$ cat src/rtl/salru_pkg.sv
package salru_pkg;

  // address, time stamp, configuration and port widths
  localparam int ADDR_BITS = 32;
  localparam int STAMP_W   = 32;
  localparam int CFG_W     = 4;
  localparam int PADDR_W   = 4;
  localparam int PDATA_W   = 32;

  // default geometry of the tag store
  localparam int DEF_MAX_SETS = 1024;
  localparam int DEF_MAX_WAYS = 8;

  // register indexes on the configuration port
  localparam logic [1:0] REG_OFFSET_BITS = 2'd0;
  localparam logic [1:0] REG_INDEX_BITS  = 2'd1;
  localparam logic [1:0] REG_WAYS_IN_USE = 2'd2;

  // register reset values
  localparam logic [CFG_W-1:0] RST_OFFSET_BITS = 4'd4;
  localparam logic [CFG_W-1:0] RST_INDEX_BITS  = 4'd8;
  localparam logic [CFG_W-1:0] RST_WAYS_IN_USE = 4'd1;

  // one way of a set as stored in the memory row
  typedef struct packed {
    logic                 valid;
    logic [ADDR_BITS-1:0] tag;
    logic [STAMP_W-1:0]   stamp;
  } entry_t;

  localparam int ENTRY_W = $bits(entry_t);

  // result classification
  typedef enum logic [1:0] {
    KIND_HIT        = 2'd0,
    KIND_COMPULSORY = 2'd1,
    KIND_CONFLICT   = 2'd2
  } miss_kind_t;

  // sequencer states
  typedef enum logic [1:0] {
    ST_CLEAR,
    ST_IDLE,
    ST_LOOKUP
  } state_t;

endpackage

$ cat src/rtl/salru_lookup.sv
module salru_lookup #(
  parameter int MAX_WAYS = salru_pkg::DEF_MAX_WAYS,
  parameter int WAY_W    = 3
) (
  input  salru_pkg::entry_t [MAX_WAYS-1:0]      rd_row,
  input  logic [salru_pkg::ADDR_BITS-1:0]       tag,
  input  logic [salru_pkg::CFG_W-1:0]           ways_in_use,
  input  logic [salru_pkg::STAMP_W-1:0]         stamp,
  output logic                                  hit,
  output salru_pkg::miss_kind_t                 kind,
  output logic [WAY_W-1:0]                      way,
  output salru_pkg::entry_t [MAX_WAYS-1:0]      wr_row
);

  // leaf count of the replacement tree, rounded up to a power of two
  localparam int NP = 1 << $clog2(MAX_WAYS);

  logic [5:0]                    ways_eff;
  logic [MAX_WAYS-1:0]           active;
  logic [WAY_W-1:0]              hit_way;
  logic                          nv [2*NP];
  logic [salru_pkg::STAMP_W-1:0] nt [2*NP];
  logic [WAY_W-1:0]              nw [2*NP];
  salru_pkg::entry_t             fill;

  // ways taken part in search and fill
  always_comb begin
    if (ways_in_use == '0) begin
      ways_eff = 6'd1;
    end else if (6'(ways_in_use) > 6'(MAX_WAYS)) begin
      ways_eff = 6'(MAX_WAYS);
    end else begin
      ways_eff = 6'(ways_in_use);
    end
    for (int w = 0; w < MAX_WAYS; w++) begin
      active[w] = 6'(w) < ways_eff;
    end
  end

  // tag match, lowest matching way wins
  always_comb begin
    hit     = 1'b0;
    hit_way = '0;
    for (int w = MAX_WAYS - 1; w >= 0; w--) begin
      if (active[w] && rd_row[w].valid && rd_row[w].tag == tag) begin
        hit     = 1'b1;
        hit_way = WAY_W'(w);
      end
    end
  end

  // least recent way: tree of compares, lower way kept on equal stamps
  always_comb begin
    for (int j = 0; j < 2 * NP; j++) begin
      nv[j] = 1'b0;
      nt[j] = '0;
      nw[j] = '0;
    end
    for (int j = 0; j < NP; j++) begin
      if (j < MAX_WAYS) begin
        nv[NP + j] = active[j];
        nt[NP + j] = rd_row[j].stamp;
        nw[NP + j] = WAY_W'(j);
      end
    end
    for (int i = NP - 1; i >= 1; i--) begin
      if (nv[2*i] && (!nv[2*i+1] || nt[2*i] <= nt[2*i+1])) begin
        nv[i] = nv[2*i];
        nt[i] = nt[2*i];
        nw[i] = nw[2*i];
      end else begin
        nv[i] = nv[2*i+1];
        nt[i] = nt[2*i+1];
        nw[i] = nw[2*i+1];
      end
    end
  end

  // chosen way, miss classification and updated row
  always_comb begin
    way = hit ? hit_way : nw[1];
    if (hit) begin
      kind = salru_pkg::KIND_HIT;
    end else if (rd_row[way].valid) begin
      kind = salru_pkg::KIND_CONFLICT;
    end else begin
      kind = salru_pkg::KIND_COMPULSORY;
    end
    fill.valid  = 1'b1;
    fill.tag    = tag;
    fill.stamp  = stamp;
    wr_row      = rd_row;
    wr_row[way] = fill;
  end

endmodule

$ cat config.mk
export PLATFORM = sky130hd
export DESIGN_NAME = salru_lookup
export DESIGN_NICKNAME = d
export VERILOG_FILES = /design/src/rtl/salru_pkg.sv /design/src/rtl/salru_lookup.sv
export SDC_FILE = /design/constraint.sdc
export NUM_CORES = 1
export LEC_CHECK = 0
export BUFFER_PORTS_ARGS = -buffer_cell sky130_fd_sc_hd__clkbuf_2
export CAP_MARGIN = 20
export CORE_AREA = 4 4 430 432
export DETAILED_ROUTE_END_ITERATION = 7
export DIE_AREA = 0 0 434 436
export SYNTH_ARGS = -nofsm -noshare
export SYNTH_HDL_FRONTEND = slang
export SYNTH_SLANG_ARGS = --single-unit
$ cat constraint.sdc
create_clock -name vclk -period 13.4
set_input_delay 2.01 -clock vclk [all_inputs]
set_output_delay 2.01 -clock vclk [all_outputs]
set_load 0.05 [all_outputs]
==> key figures, run 1 <==
Status
  – Outcome: complete, no violations

Synthesis
  – Synth top cells by count: mux2_1 (511), ha_1 (224), xor2_1 (204)
  – Most common cell in the netlist: mux2_1
  – Syn Nets: 3008
  – Synth top area cells: mux2_1 (33%), ha_1 (16%), xor2_1 (10%)
  – Sequential area share after synthesis: 0%
  – Mapped cell area: 17400 sq um
  – Yosys top cell by area: mux2_1
  – Mux contribution to synthesized area: 38.8%
  – Compound-gate portion of the synthesized area: 10.1%
  – Avg Inst Size Synth: 7.94 sq um
  – Main combinational cell family by area after synthesis: multiplexers
  – Gate Count Post-Synth: 2196
  – Post-synthesis cell type count: 59
  – Ys Warns: 0
  – Synth Area in Adders: 16.1%
  – Post-Synth XOR/XNOR Area: 12.9%
  – Share of the synthesized area in the top cell type: 33.0%
  – Simple-Gate Fraction of Synth Area: 14.3%

Drt
  – DR vias/cell: 4.18
  – ANT nets after route: 0
  – WL final: 234000 um
  – Vias post-DR: 24100
  – # DRC: 0
  – Initial drt markers: 2379
  – Drt wl/cell: 40.6 um
  – Drt first pass iters: 5

Power
  – Max VDD drop: 0.0000770 V
  – Tot Pwr: 4.58 mW
  – Pwr per Cell Area: 146 nW/um^2
  – Leak: 14.6 nW

Cells and area
  – Sequential cell count: 0
  – Net count reported at finish: 4145
  – Sequential Area: 0 sq um
  – CLK BUF: 0
  – Share of cells above drive strength 1: 40.0%
  – Area Growth Syn to Fin: 80.4%

Setup path
  – CP Launch Type: input port
  – CP peak stage delay: 0.62 ns
  – CP endpoint kind: output port
  – Crit path DAT: 11.13 ns
  – CP max stage cell: o22ai_1
  – Crit path max fanout: 38
  – CP Class: in2out
  – CP most frequent cell: buf_12
  – CP Data Required Time: 11.39 ns

STA
  – F_max: 76.1 MHz
  – Headroom to the max-slew limit: 29.0%
  – Final Hold Fails: 0
  – Least-Margin Pin Slew: 1.06 ns
  – Setup_tns: 0 ns
  – Final count of negative-setup-slack endpoints: 0
  – Final Cycle Share: 98.1%
  – Max-slew violation count: 0
  – Period minus WS final: 13.14 ns

Die
  – CORE AREA: 181000 sq um
  – Initial Utilization: 9.66%
  – Die Span X: 434 um
  – Io pins: 1114
  – Die height: 436 um
  – Cell Rows: 156
  – Die area: 189000 sq um

Global route
  – Largest net degree at the start of global routing: 39
  – GRT overflow: 0
  – Number of global-route vias before repair: 23900
  – First-pass GRT wire length: 284000 um
  – Initial antenna violation count: 112
  – GRT Overall Usage: 23.4%

Place
  – Routability cong.: 0.908
  – I/O Buffers: 1114
  – Dpl hpwl: 212000 um

Flow run
  – Max-cap violations: 0

CTS
  – Hold buffer count at CTS: 0

Worst hold path
  – HP Class: in2out
==> logic make-up (layout without fill, tap and decap cells) <==
logic type	Yosys count	count (layout)
AO/OA/AOI/OAI	303	304
XOR/XNOR	256	256
multiplexers	612	612
other	0	60
AND/OR/NAND/NOR	482	482
buffers and inverters	319	1453
adder cells (fa/ha/maj)	224	224
==> timing repair <==
| action | in CTS | in global routing |
|---|---|---|
| buffers inserted | 1 | 0 |
| endpoints found under the setup margin | 524 | 411 |
| pin swaps | 2 | 1 |
| gates cloned | 0 | 1 |
| resized for setup | 19 | 17 |
==> cells in the final DEF (no fill, tap or decap), drive strengths merged, types with 9 or more instances in the layout <==
master / instances
mux2: 514
or2: 9
xnor2: 52
buf: 437
clkbuf: 849
xor2: 204
nor3: 27
nor4: 94
a21o: 11
nand2: 123
nor2b: 11
nand3: 27
o21ai: 100
mux2i: 98
inv: 167
nand4: 83
a21oi: 126
nor2: 78
a31oi: 9
ha: 224
diode: 60
==> final cells by class <==
type / count / area [sq um]
inverter: 167 / 627
antenna: 60 / 150
multi-input combinational: 1878 / 16300
tap: 2370 / 2970
fill: 20300 / 149000
timing repair buffer: 1286 / 11400
==> power by group <==
| group | leakage, nW | total, mW | internal, mW | switching, mW |
|---|---|---|---|---|
| Sequential | 0 | 0 | 0 | 0 |
| Combinational | 14.6 | 4.58 | 1.59 | 3.00 |
| Clock | 0.000380 | 0.0000000952 | 0.0000000948 | 0 |
==> worst max-delay path, delay by kind of cell <==
| kind | cells | cell delay (ns) |
|---|---|---|
| compound gates | 14 | 3.83 |
| fa+ha+maj | 3 | 1.10 |
| buf+inv | 10 | 2.00 |
| mux | 2 | 0.62 |
| simple gates | 7 | 1.40 |
==> final timing paths <==
| path | start | endpoint | slack (ns) | cells past startpoint |
|---|---|---|---|---|
| setup / recovery | rd_row[277] | wr_row[10] | 0.26 | 36 |
| hold / removal | rd_row[120] | wr_row[120] | 4.42 | 3 |
==> routing by layer <==
metal / share of wire, % / global-route usage (%) / wire (um)
met1: 36 / 25.4 / 83200
met2: 50 / 41.4 / 116000
met3: 9.6 / 7.69 / 22500
met4: 5.1 / 9.94 / 11800
met5: 0.0060 / 0.0512 / 14
==> metrics by stage <==
step / cells / util [%] / setup slack, ns / hold WS [ns] / instance area [sq um]
after CTS: 5700 / 17.3 / 0.00573 / 4.43 / 31200
after floorplan: 2196 / - / 1.50 / 4.38 / 17400
after global routing: 5741 / 17.4 / -0.0178 / 4.45 / 31400
after global placement: 5698 / 17.2 / -1.11 / 4.42 / 31100
after detailed placement: 5699 / 17.2 / -1.07 / 4.42 / 31100
final: 5761 / 17.4 / 0.256 / 4.42 / 31500
Note: power is estimated with default switching activity, not from simulation.
==> inputs of run 2 (changes only) <==
ABC_AREA = 1   (was unset)
==> run 2 against run 1 <==
Combinational power up 45%. Critical path depth up 6. Largest cell class is now non-clock buffers. Total power up 44%. Die area unchanged. Via count up 22%. First-iteration DRC count up 9.2%.
==> key figures, run 2 <==
Setup path
  – Delay-heaviest family, CP: simple AND/OR/NAND/NOR gates
  – Crit path DAT: 10.42 ns (-0.71 ns)
  – CP Data Required Time: 11.39 ns (about the same)
  – CP peak stage delay: 0.50 ns (-0.12 ns)
  – Critical path launch point: rd_row[226]
  – Crit path max fanout: 35 (-7.9%)
  – CP endpoint kind: output port
  – CP Class: in2out
  – Buf+Inv Stages, Crit Path: 10 (unchanged)
  – CP Launch Type: input port
  – CP max stage cell: nand2_2
  – Critical Path Sink: wr_row[31]
  – Crit path depth: 42 (+17%)
  – CP most frequent cell: nand2_1

Power
  – Clock power share: 0% (unchanged)
  – Sequential share of power: 0% (unchanged)
  – Switching share of power: 61.0% (-4.4 points)
  – Switching pwr: 4.04 mW (+35%)
  – Gate power share: 100.0% (about the same)
  – Tot Pwr: 6.62 mW (+44%)
  – Pwr per Cell Area: 191 nW/um^2 (+31%)
  – Int Power: 2.58 mW (+63%)
  – Max VDD drop: 0.000100 V (+30%)
  – Leak: 18.0 nW (+23%)

Worst hold path
  – HP Class: in2out
  – Hold Path Stages: 4 (+1)
  – Hold path startpoint: rd_row[117]

Synthesis
  – Share of the synthesized area in the top cell type: 27.8% (-5.2 points)
  – Sequential area share after synthesis: 0% (unchanged)
  – Synth top area cells: nand2_1 (28%), ha_1 (16%), o21ai_1 (13%)
  – Avg Inst Size Synth: 5.05 sq um (-36%)
  – Synth top cells by count: nand2_1 (1320), o21ai_1 (479), inv_1 (342)
  – Most common cell in the netlist: nand2_1
  – Yosys top cell by area: nand2_1
  – Ys Warns: 0 (unchanged)
  – Post-synthesis cell type count: 42 (-29%)
  – Mapped cell area: 17800 sq um (+2.3%)
  – Syn Nets: 4345 (+44%)
  – Gate Count Post-Synth: 3533 (+61%)

Cells and area
  – Leading cell type in the layout, fill and taps excluded: nand2_1
  – CLK BUF: 0 (unchanged)
  – Sequential cell count: 0 (unchanged)
  – Net count reported at finish: 5437 (+31%)
  – Final Util: 19.2% (+1.8 points)
  – Share of cells above drive strength 1: 29.7% (-10 points)
  – Most frequent cells in the layout: nand2_1 (1315), clkbuf_2 (599), buf_12 (549)
  – Area Growth Syn to Fin: 94.2%
  – Sequential Area: 0 sq um (unchanged)

Global route
  – GRT Overall Usage: 22.1% (-1.3 points)
  – Initial antenna violation count: 64 (-43%)
  – First-pass GRT wire length: 277000 um (-2.3%)
  – GRT overflow: 0 (unchanged)
  – Number of global-route vias before repair: 27300 (+14%)
  – Largest net degree at the start of global routing: 52 (+33%)

STA
  – RSZ-0062 raised after global routing: false
  – Setup_tns: 0 ns (unchanged)
  – F_max: 80.4 MHz (+5.7%)
  – Final Cycle Share: 92.8% (-5.3 points)
  – Final count of negative-setup-slack endpoints: 0 (unchanged)
  – Headroom to the max-slew limit: 29.5% (+0.50 points)
  – Final Hold Fails: 0 (unchanged)
  – Least-Margin Pin Slew: 1.05 ns (-0.0150 ns)
  – Max-slew violation count: 0 (unchanged)
  – Worst hold slack: 4.40 ns (-0.0182 ns)
  – Period minus WS final: 12.43 ns (-0.710 ns)

Die
  – Die height: 436 um (unchanged)
  – Io pins: 1114 (unchanged)
  – CORE AREA: 181000 sq um (unchanged)
  – Die area: 189000 sq um (unchanged)
  – Initial Utilization: 9.88% (+0.22 points)
  – Cell Rows: 156 (unchanged)
  – Die Span X: 434 um (unchanged)

Drt
  – WL final: 220000 um (-5.7%)
  – Initial drt markers: 2598 (+9.2%)
  – Drt first pass iters: 6 (+1)
  – WL met1: 75900 um (-8.7%)
  – Met3 WL: 16500 um (-27%)
  – Highest routed layer: met5
  – ANT nets after route: 0 (unchanged)
  – DR vias/cell: 4.19 (about the same)
  – Wire length on met2: 112000 um (-3.5%)
  – # DRC: 0 (unchanged)
  – Drt wl/cell: 31.4 um (-23%)
  – Vias post-DR: 29400 (+22%)

Flow run
  – Max-cap violations: 0 (unchanged)

CTS
  – Count of cells resized by post-cts repair: 0 (-19)
  – Setup bufs post-CTS: 0 (-1)
  – Hold buffer count at CTS: 0 (unchanged)

Status
  – Outcome: complete, no violations

Place
  – Dpl hpwl: 197000 um (-7.1%)
  – Routability cong.: 1.00 (+10%)
  – I/O Buffers: 1114 (unchanged)
run 2: cell count changes in the layout (fill, tap and decap cells not counted), sizes merged, moves of 184 or more:
cell    previous run  this run
buf              437       697
clkbuf           849       599
inv              167       378
xor2             204        20
o21ai            100       788
mux2             514         0
nand2            123      1333
run 2: layout make-up:
class                           instances  area (sq um)
Fill cell                           20700        146000
Timing Repair Buffer                 1296         15100
Multi-Input combinational cell       2949         15100
Tap cell                             2370          2970
Inverter                              378          1430
Antenna cell                           25          62.6
run 2: routing by layer:
layer,vias up,GRT usage (%)
li1,13600,-
met2,1628,40.7
met4,16,12.2
met5,-,0
met1,13700,23.1
met3,392,4.72
run 2: worst min-delay path by stage:
stage,endpoint,slack (ns)
3_5_place_dp,wr_row[117],4.40
2_1_floorplan,wr_row[110],4.25
3_3_place_gp,wr_row[117],4.39
4_1_cts,wr_row[117],4.40
6_report,wr_row[117],4.40
5_1_grt,wr_row[117],4.43
run 2: power by group through the flow:
stage / clock, mW / sequential [mW] / combinational [mW]
final: 0.000000254 / 0 / 6.62
after global routing: 0.000000171 / 0 / 6.87
after CTS: 0 / 0 / 6.65
after detailed placement: 0 / 0 / 6.63
after global placement: 0 / 0 / 6.62
after floorplan: 0 / 0 / 3.12
run 2: kinds of logic (layout without fill, tap and decap cells):
family / after synthesis / after routing / synth area share (%)
adder cells (fa/ha/maj): 224 / 224 / 15.7
AND/OR/NAND/NOR: 1701 / 1701 / 37.7
buffers and inverters: 584 / 1674 / 15.8
XOR/XNOR: 65 / 65 / 3.19
AO/OA/AOI/OAI: 959 / 959 / 27.5
other: 0 / 25 / 0
run 2: per-stage QoR:
stage	cell area [sq um]	cells	setup slack, ns
2_1_floorplan	17800	3533	3.03
3_3_place_gp	34500	6989	-0.840
3_5_place_dp	34600	6993	0.566
4_1_cts	34600	6993	0.530
5_1_grt	34600	7010	0.138
6_report	34600	7018	0.966
